[config.mk]
export PLATFORM = sky130hd
export DESIGN_NAME = command_frame_builder_crc16_core
export DESIGN_NICKNAME = d
export VERILOG_FILES = /design/src/hw/rtl/cfb_pkg.sv /design/src/hw/rtl/cfb_front.sv /design/src/hw/rtl/cfb_queue.sv /design/src/hw/rtl/cfb_back.sv /design/src/hw/rtl/command_frame_builder_crc16_core.sv
export SDC_FILE = /design/constraint.sdc
export NUM_CORES = 1
export LEC_CHECK = 0
export BUFFER_PORTS_ARGS = -buffer_cell sky130_fd_sc_hd__buf_4
export CAP_MARGIN = 10
export CORE_MARGIN = 2
export CORE_UTILIZATION = 43
export CTS_BUF_LIST = sky130_fd_sc_hd__clkbuf_16
export DETAILED_ROUTE_END_ITERATION = 7
export PLACE_DENSITY_LB_ADDON = 0.3
export SETUP_SLACK_MARGIN = 0.5
export SYNTH_ARGS = -nofsm -noshare
export SYNTH_HDL_FRONTEND = slang
export SYNTH_SLANG_ARGS = --single-unit
[constraint.sdc]
create_clock -name clock -period 3.5 [get_ports clock]
set_input_delay 0.7 -clock clock [delete_from_list [all_inputs] [get_ports clock]]
set_output_delay 0.7 -clock clock [all_outputs]
set_load 0.05 [all_outputs]
[src/hw/rtl/cfb_pkg.sv]
// ----------------------------------------------------------------------------
// cfb_pkg
// Shared types, constants and the CRC-16 byte update for the frame builder.
// ----------------------------------------------------------------------------
package cfb_pkg;

   localparam logic [7:0]  SYNC_BYTE = 8'hFF;
   localparam logic [15:0] CRC_POLY  = 16'h1021;
   localparam logic [15:0] CRC_INIT  = 16'hFFFF;

   localparam logic OP_START   = 1'b0;
   localparam logic OP_PAYLOAD = 1'b1;

   localparam int CFB_QUEUE_DEPTH = 4;

   // byte positions within a frame
   localparam logic [2:0] POS_SYNC   = 3'd0;
   localparam logic [2:0] POS_LEN    = 3'd1;
   localparam logic [2:0] POS_BODY   = 3'd2;
   localparam logic [2:0] POS_CRC_HI = 3'd3;
   localparam logic [2:0] POS_CRC_LO = 3'd4;

   typedef struct packed {
      logic        is_start;
      logic        trailer;
      logic [7:0]  length;
      logic [7:0]  body;
      logic [15:0] crc;
   } job_type;

   // shift-in form, MSB first, no augmentation
   function automatic logic [15:0] crc_byte(input logic [15:0] crc,
                                            input logic [7:0]  data);
      logic [15:0] r;
      logic        c;
      r = crc;
      for (int k = 7; k >= 0; k--) begin
         c = r[15];
         r = {r[14:0], data[k]};
         if (c) begin
            r = r ^ CRC_POLY;
         end
      end
      return r;
   endfunction

endpackage

[src/hw/rtl/cfb_front.sv]
// ----------------------------------------------------------------------------
// cfb_front
// Accepts transactions, tracks frame state and CRC, and queues output jobs.
// ----------------------------------------------------------------------------
module cfb_front
   import cfb_pkg::*;
(
   input  logic       clock,
   input  logic       reset,
   input  logic       req_valid,
   input  logic       req_stall,
   input  logic       req_operation,
   input  logic [7:0] req_payload_length,
   input  logic [7:0] req_command_code,
   input  logic [7:0] req_payload_byte,
   output logic       push,
   output job_type    push_job
);

   logic [15:0] crc_ff, crc_in;
   logic [7:0]  remaining_ff, remaining_in;
   logic        open_ff, open_in;
   logic        accept;

   assign accept = req_valid && !req_stall;

   always_comb begin
      crc_in            = crc_ff;
      remaining_in      = remaining_ff;
      open_in           = open_ff;
      push              = 1'b0;
      push_job.is_start = (req_operation == OP_START);
      push_job.trailer  = 1'b0;
      push_job.length   = req_payload_length;
      push_job.body     = req_payload_byte;
      push_job.crc      = crc_ff;
      if (accept) begin
         if (req_operation == OP_START) begin
            crc_in           = crc_byte(crc_byte(CRC_INIT, req_payload_length),
                                        req_command_code);
            remaining_in     = req_payload_length;
            open_in          = (req_payload_length != 8'd0);
            push             = 1'b1;
            push_job.body    = req_command_code;
            push_job.trailer = (req_payload_length == 8'd0);
            push_job.crc     = crc_in;
         end else if (open_ff) begin
            crc_in           = crc_byte(crc_ff, req_payload_byte);
            remaining_in     = remaining_ff - 8'd1;
            open_in          = (remaining_ff != 8'd1);
            push             = 1'b1;
            push_job.trailer = (remaining_ff == 8'd1);
            push_job.crc     = crc_in;
         end
      end
   end

   always_ff @(posedge clock) begin
      if (reset) begin
         crc_ff       <= CRC_INIT;
         remaining_ff <= 8'd0;
         open_ff      <= 1'b0;
      end else begin
         crc_ff       <= crc_in;
         remaining_ff <= remaining_in;
         open_ff      <= open_in;
      end
   end

endmodule

[src/hw/rtl/cfb_queue.sv]
// ----------------------------------------------------------------------------
// cfb_queue
// Small job queue between the front and back sections.
// ----------------------------------------------------------------------------
module cfb_queue
   import cfb_pkg::*;
#(
   parameter int QUEUE_DEPTH = CFB_QUEUE_DEPTH
)(
   input  logic    clock,
   input  logic    reset,
   input  logic    push,
   input  job_type push_job,
   input  logic    pop,
   output job_type head_job,
   output logic    empty,
   output logic    full
);

   localparam int PtrWidth   = (QUEUE_DEPTH > 1) ? $clog2(QUEUE_DEPTH) : 1;
   localparam int CountWidth = $clog2(QUEUE_DEPTH + 1);
   localparam logic [PtrWidth-1:0]   LastPtr   = PtrWidth'(QUEUE_DEPTH - 1);
   localparam logic [CountWidth-1:0] DepthCount = CountWidth'(QUEUE_DEPTH);

   job_type                 entry_ff [QUEUE_DEPTH];
   logic [PtrWidth-1:0]     wr_ptr_ff, wr_ptr_in;
   logic [PtrWidth-1:0]     rd_ptr_ff, rd_ptr_in;
   logic [CountWidth-1:0]   count_ff, count_in;

   assign empty    = (count_ff == '0);
   assign full     = (count_ff == DepthCount);
   assign head_job = entry_ff[rd_ptr_ff];

   always_comb begin
      wr_ptr_in = wr_ptr_ff;
      rd_ptr_in = rd_ptr_ff;
      count_in  = count_ff;
      if (push) begin
         wr_ptr_in = (wr_ptr_ff == LastPtr) ? '0 : wr_ptr_ff + 1'b1;
      end
      if (pop) begin
         rd_ptr_in = (rd_ptr_ff == LastPtr) ? '0 : rd_ptr_ff + 1'b1;
      end
      if (push && !pop) begin
         count_in = count_ff + 1'b1;
      end else if (pop && !push) begin
         count_in = count_ff - 1'b1;
      end
   end

   always_ff @(posedge clock) begin
      if (reset) begin
         wr_ptr_ff <= '0;
         rd_ptr_ff <= '0;
         count_ff  <= '0;
      end else begin
         wr_ptr_ff <= wr_ptr_in;
         rd_ptr_ff <= rd_ptr_in;
         count_ff  <= count_in;
      end
   end

   always_ff @(posedge clock) begin
      if (push) begin
         entry_ff[wr_ptr_ff] <= push_job;
      end
   end

endmodule

[src/hw/rtl/cfb_back.sv]
// ----------------------------------------------------------------------------
// cfb_back
// Walks each queued job byte by byte into the registered output channel.
// ----------------------------------------------------------------------------
module cfb_back
   import cfb_pkg::*;
(
   input  logic       clock,
   input  logic       reset,
   input  job_type    head_job,
   input  logic       empty,
   output logic       pop,
   output logic       rsp_valid,
   input  logic       rsp_stall,
   output logic [7:0] rsp_frame_byte,
   output logic       rsp_frame_end
);

   logic [2:0] offset_ff, offset_in;
   logic       valid_ff, valid_in;
   logic [7:0] byte_ff, byte_in;
   logic       end_ff, end_in;
   logic       advance;
   logic       take;
   logic [2:0] pos;
   logic [2:0] last_pos;
   logic [7:0] pos_byte;

   assign advance  = !valid_ff || !rsp_stall;
   assign take     = advance && !empty;
   assign pos      = offset_ff + (head_job.is_start ? POS_SYNC : POS_BODY);
   assign last_pos = head_job.trailer ? POS_CRC_LO : POS_BODY;
   assign pop      = take && (pos == last_pos);

   always_comb begin
      unique case (pos)
         POS_SYNC:   pos_byte = SYNC_BYTE;
         POS_LEN:    pos_byte = head_job.length;
         POS_BODY:   pos_byte = head_job.body;
         POS_CRC_HI: pos_byte = head_job.crc[15:8];
         POS_CRC_LO: pos_byte = head_job.crc[7:0];
         default:    pos_byte = SYNC_BYTE;
      endcase
   end

   always_comb begin
      offset_in = offset_ff;
      valid_in  = valid_ff;
      byte_in   = byte_ff;
      end_in    = end_ff;
      if (advance) begin
         valid_in = !empty;
         if (take) begin
            byte_in   = pos_byte;
            end_in    = (pos == POS_CRC_LO);
            offset_in = pop ? 3'd0 : offset_ff + 3'd1;
         end
      end
   end

   always_ff @(posedge clock) begin
      if (reset) begin
         offset_ff <= 3'd0;
         valid_ff  <= 1'b0;
      end else begin
         offset_ff <= offset_in;
         valid_ff  <= valid_in;
      end
   end

   always_ff @(posedge clock) begin
      byte_ff <= byte_in;
      end_ff  <= end_in;
   end

   assign rsp_valid      = valid_ff;
   assign rsp_frame_byte = byte_ff;
   assign rsp_frame_end  = end_ff;

endmodule

[src/hw/rtl/command_frame_builder_crc16_core.sv]
// ----------------------------------------------------------------------------
// command_frame_builder_crc16_core
// Serial command frame builder with CRC-16 (0x1021, shift-in form).
// ----------------------------------------------------------------------------
// A start transaction yields 0xFF, length and opcode, followed by the CRC high
// and low bytes when the length is zero; each payload transaction inside an
// open frame yields its byte, plus the two CRC bytes after the last one, with
// rsp_frame_end set on the CRC low byte. Payload outside a frame is dropped
// and a start inside a frame restarts it. The front section takes one request
// per cycle while the queue is not full and updates the CRC in that cycle; the
// back section emits one byte per cycle, while jobs are queued and rsp_stall is
// low, through a single output register, so a payload transaction yields one
// byte, a start three (five at length zero) and a last payload byte three. A
// queue of QUEUE_DEPTH jobs absorbs these bursts; req_stall rises only while it is full.
// ----------------------------------------------------------------------------
module command_frame_builder_crc16_core
   import cfb_pkg::*;
#(
   parameter int QUEUE_DEPTH = CFB_QUEUE_DEPTH
)(
   input  logic       clock,
   input  logic       reset,
   input  logic       req_valid,
   output logic       req_stall,
   input  logic       req_operation,
   input  logic [7:0] req_payload_length,
   input  logic [7:0] req_command_code,
   input  logic [7:0] req_payload_byte,
   output logic       rsp_valid,
   input  logic       rsp_stall,
   output logic [7:0] rsp_frame_byte,
   output logic       rsp_frame_end
);

   logic    push;
   job_type push_job;
   logic    pop;
   job_type head_job;
   logic    empty;
   logic    full;

   assign req_stall = full;

   cfb_front u_front (
      .clock              (clock),
      .reset              (reset),
      .req_valid          (req_valid),
      .req_stall          (req_stall),
      .req_operation      (req_operation),
      .req_payload_length (req_payload_length),
      .req_command_code   (req_command_code),
      .req_payload_byte   (req_payload_byte),
      .push               (push),
      .push_job           (push_job)
   );

   cfb_queue #(
      .QUEUE_DEPTH (QUEUE_DEPTH)
   ) u_queue (
      .clock    (clock),
      .reset    (reset),
      .push     (push),
      .push_job (push_job),
      .pop      (pop),
      .head_job (head_job),
      .empty    (empty),
      .full     (full)
   );

   cfb_back u_back (
      .clock          (clock),
      .reset          (reset),
      .head_job       (head_job),
      .empty          (empty),
      .pop            (pop),
      .rsp_valid      (rsp_valid),
      .rsp_stall      (rsp_stall),
      .rsp_frame_byte (rsp_frame_byte),
      .rsp_frame_end  (rsp_frame_end)
   );

endmodule

# Yosys cells after proc, flatten, opt, wreduce, memory -nomap -nowiden
# Memory sizes are Yosys's and may differ from the RTL's. A register that Yosys moved wholly into a read port is not among the register bits.
# Cells that the tools add are included.
totals:
  ff_bits: 45
  ram_bits: 136
  in_bits: 29
  output_inout_bits: 11
  word_cells: 172
  mem_count: 1
memory_table:
  columns: ["name", "depth", "word_bits", "rd", "rd_ports_with_merged_regs", "write_ports", "line_no", "source"]
  rows:
  - ["u_queue.entry_ff", 4, 34, 1, 1, 1, "cfb_queue.sv:25", "job_type entry_ff [QUEUE_DEPTH];"]
classes:
  n_addsub: 7
  n_eq_ne: 11
  mux: 100
  n_bitwise: 25
  n_reduce_logical: 18
ops:
  columns: ["operator", "n"]
  rows:
  - ["2-to-1 mux 16 bit", 53]
  - ["2-to-1 mux 13 bit", 23]
  - ["NOT 3 bit", 24]
  - ["one-hot mux 8 bit (4 select lines)", 1]
  - ["2-to-1 mux 24 bit", 1]
  - ["2-to-1 mux 8 bit", 3]
  - ["2-to-1 mux 3 bit", 4]
  - ["2-to-1 mux 1 bit", 10]
  - ["2-to-1 mux 2 bit", 5]
  - ["equality test 8 x 1 -> 1 bit, second input constant", 1]
  - ["zero test 8 bit", 1]
  - ["!= test 8 x 1 -> 1 bit, second input constant", 1]
  - ["nonzero test 8 bit", 1]
  - ["subtractor 8 x 1 -> 8 bit, second input constant", 1]
  - ["adder 3 x 1 -> 3 bit, second input constant", 2]
  - ["equality test 3 x 2 -> 1 bit, second input constant", 2]
  - ["equality test 3 bit, second input constant", 2]
  - ["zero test 1 bit", 6]
  - ["logical AND 1 bit", 5]
  - ["adder 2 x 1 -> 2 bit, second input constant", 2]
  - ["equality test 2 bit, second input constant", 2]
  - ["AND reduction 2 bit", 2]
  - ["adder 3 bit", 1]
  - ["equality test 3 x 1 -> 1 bit, second input constant", 1]
  - ["other kinds (7)", 7]

# Depth between registers and ports, before layout
logic_depth:
  word_depth: 64
  depth_mapped: 15
  depth_no_buf: 13

# Hierarchy
# A second synthesis with hierarchy kept.
hier_totals:
  cells_unflattened: 514
  area_unflattened_um2: 8064.0
modules_own_cells:
  columns: ["module", "instances", "cells_per_inst", "area_each_um2", "seq_area_each_um2"]
  rows:
  - ["cfb_queue", 1, 222, 5395.2, 4264.1]
  - ["cfb_front", 1, 199, 1815.5, 500.5]
  - ["cfb_back", 1, 93, 853.3, 350.3]

# Worst setup path after synthesis
# OpenSTA, ideal clock, no wires.
synth_timing:
  path_kind: "register to register"
  from: "register (tool-made name)"
  to: "register u_queue.count_ff[2]"
  arrival_time_ns: 3.211
  required_ns: 3.430
  slack_ns: 0.219
  stages_incl_launch_ff: 16
  n_path_buf: 3
  path_cell_list: "dfxtp_1 > buf_6 > buf_2 > mux4_2 > inv_1 > ha_1 > buf_4 > nand3b_1 > a211oi_4 > inv_1 > ha_1 > inv_1 > fa_1 > xor2_1 > or3_1 > a21oi_1"
synth_lines:
  columns: ["element", "line_no", "source"]
  rows:
  - ["to (signal assigned)", "cfb_queue.sv:59", "count_ff <= count_in;"]
  - ["to (decl)", "cfb_queue.sv:28", "logic [CountWidth-1:0] count_ff, count_in;"]

==> impl_metrics.yaml <==
outcome:
  outcome: "complete, no violations"
detailed_routing:
  drt_iter0_drc: 433
  via_count: 4494
  firstDrtPassIters: 5
  drt_wl_total_mm: 17.0
  drc: 0
  ant_nets: 0
  via_per_inst: 5.72
  drt-wirelength-per-cell_um: 21.7
global_route:
  antenna_found_initial: 0
  track_usage_pct: 18.2
  grt_max_degree: 40
  grt_overflow: 0
  grt_pass1_vias: 4586
  grt_pass1_wl_mm: 26.8
timing:
  rsz0062_at_grt: "no"
  setup_viol: 0
  tightest_slew_ns: 0.647
  skew_ns: 0.0102
  hold_violations: 0
  finalMaxSlewViolations: 0
  max_freq_mhz: 355
  period_minus_slack_ns: 2.82
  tns_ns: 0
  slew_headroom_pct: 56.8
  finalCritPeriodShare_pct: 80.5
finish:
  n_fill_cell: 1508
  drive_above_1_share_pct: 29.5
  insertedDiodeCount: 0
  layout_commonest_cell: "edfxtp_1"
  final_cell_mix: "edfxtp_1 (145), buf_4 (57), dfxtp_1 (37)"
  nets: 583
  layout-area-overhead-vs-synth_pct: 15.1
place:
  hpwl_mm: 11.1
  routabilityCongestion: 0.802
  io_buffers: 39
die:
  die_h_um: 140
  num_rows: 49
  die_w_um: 140
  coreArea_sq_um: 18000
  start_util_pct: 43.9
  die-area_sq_um: 19500
  pin_count: 40
cts:
  cts_buffers: 17
  cts_tree: "done"
  clock_path_buffers: 2
  path_clk_slew_ns: 0.07
  cts.sinks: 183
  postCtsHoldBufs: 0
  cts_htree_levels: 4
  clk-insertion-delay-late_ns: 0.42
  root_buffer: "clkbuf_16"
worst_setup_path:
  crit_path_max_incr_delay_ns: 0.49
  critPathRequiredTime_ns: 3.86
  rrSetupSlack_ns: 0.68
  crit_slowest_cell: "mux4_2"
  reg2reg_depth: 13
  cpMostUsedCell: "inv_1"
  path_class: "reg2reg"
  cp_max_fo: 3
  endpoint_kind: "flip-flop"
  critPathArrivalTime_ns: 3.17
  rr_endpoint: "u_queue.count_ff[2]"
  crit_path_cell_trace: "mux4_2, inv_1, ha_4, xor2_2, nand3b_1, a211oi_4, inv_1, ha_2, inv_2, fa_2, xor2_1, or3_1, a21oi_1"
  critPathLaunchType: "flip-flop"
logic_synthesis:
  synth.top_cell.area_share_pct: 55.0
  ys_top_cells_by_area: "edfxtp_1 (55%), mux4_2 (9.7%), dfxtp_1 (9.6%)"
  synth_edf_count: 145
  yosys_warnings: 0
  synth_area_per_cell_sq_um: 15.9
  yosysSeqAreaShare_pct: 64.6
  synth_cell_types: 55
  synth_seq_cells: 183
  synthFlopType: "edfxtp_1"
  syn_nets: 539
  netlist_area_sq_um: 7920
  syn_inst: 499
  yosys.area.top_type: "edfxtp_1"
  synth_async_sr_flop_share_pct: 0
hold_path:
  holdPathEnd: "u_queue.wr_ptr_ff[1]"
  hp-start: "u_queue.wr_ptr_ff[1]"
  hp-class: "reg2reg"
  hold_depth: 2
power:
  p_per_area_nw_per_um2: 716
  power_uw: 6520
  power_leakage_uw: 0.00310
  ir_drop_mv: 0.420
job:
  drv_cap: 0
==> how the worst max path moves through the flow <==
stage,slack [ns],end,cells after the start
floorplan,0.45,u_queue.count_ff[2],15
global placement,0.62,u_queue.count_ff[2],13
detailed placement,0.51,u_queue.count_ff[2],13
CTS,0.62,u_queue.count_ff[2],13
global route,0.47,u_queue.count_ff[2],13
finish,0.68,u_queue.count_ff[2],13
==> critical path: cells and delay by family, from the launching register on <==
family / cells / cell delay (ns)
adder cells (fa/ha/maj): 3 / 0.53
buffers and inverters: 3 / 0.23
multiplexers: 1 / 0.49
flip-flops: 1 / 0.37
AND/OR/NAND/NOR: 2 / 0.47
AO/OA/AOI/OAI: 2 / 0.43
XOR/XNOR: 2 / 0.22
==> flip-flops by register name (all words and copies together) (netlist names), named ones only <==
register and count:
u_queue.entry_ff 136, u_queue.wr_ptr_ff 2, u_front.crc_ff 16, u_back.rsp_frame_end 1, u_back.rsp_frame_byte 8, u_back.rsp_valid 1, u_back.offset_ff 3, u_front.open_ff 1
u_queue.rd_ptr_ff 2, u_queue.count_ff 3, u_front.remaining_ff 8
==> metal layers <==
| layer | up-vias | GRT usage (%) | wire [um] | part of all wire [%] |
|---|---|---|---|---|
| met5 | - | 0 | 0 | 0 |
| met3 | 12 | 4.40 | 1020 | 6.0 |
| met1 | 2314 | 25.2 | 7520 | 44 |
| li1 | 2040 | - | - | - |
| met2 | 128 | 29.1 | 8290 | 49 |
| met4 | 0 | 4.89 | 216 | 1.3 |
==> where the power goes <==
group,switching [uW],leakage (uW),internal (uW)
clock,805,0.000274,1050
combinational,1070,0.00121,785
sequential,124,0.00162,2680
==> cell type report <==
cell class	count	area [sq um]	share of cell area (%)
Clock buffer	17	425	4.67
Clock inverter	15	153	1.68
Inverter	13	48.8	0.536
Multi-Input combinational cell	271	2650	29.1
Sequential cell	183	5120	56.2
Tap cell	229	287	3.14
Timing Repair Buffer	57	428	4.70
==> per-stage QoR <==
step                      util [%]  instance area, sq um  worst slack, ns  hold WS (ns)  cells
final                         50.5                  9110            0.683         0.506    785
after floorplan                  -                  7950            0.454         0.468    499
after CTS                     50.3                  9070            0.624         0.510    784
after global routing          50.5                  9110            0.468         0.531    785
after detailed placement      47.1                  8490            0.510         0.500    751
after global placement        47.1                  8490            0.621         0.480    751
==> cells in the mapped netlist, types with 3 or more instances <==
cell type,number
a22oi_1,4
nand4_1,4
mux4_2,34
mux2_2,16
edfxtp_1,145
xnor2_1,10
clkbuf_1,23
o2bb2ai_1,5
or3_1,5
a21oi_1,10
xor3_1,7
or2_2,11
nor2_1,12
nor4_1,3
mux2i_1,4
nor2b_1,4
buf_2,6
dfxtp_1,38
xor2_1,11
o22ai_1,16
o21ai_0,21
nand3b_1,4
and2_1,4
nand2b_1,5
nand3_1,3
a211oi_1,4
inv_1,12
nor3_1,9
ha_1,10
nand2_1,20
a2bb2oi_1,9
==> cells by family (layout without fill, tap and decap cells) <==
group	count (synthesis)	after routing	share of synthesized area (%)
DFF	183	183	64.6
muxes	55	55	12.6
and+or+nand+nor	92	92	6.51
adders and majority gates	11	11	1.83
xor gates and xnor gates	29	29	4.71
buffers and inverters	45	102	2.42
AOI/OAI and AO/OA	84	84	7.30
==> repair_timing <==
item                       4_1_cts  5_1_grt
setup endpoints to repair        2        2
pin swaps                        1        2
setup buffers                    1        1
gates resized for setup          0        5
Note: power is estimated with default switching activity, not from simulation.
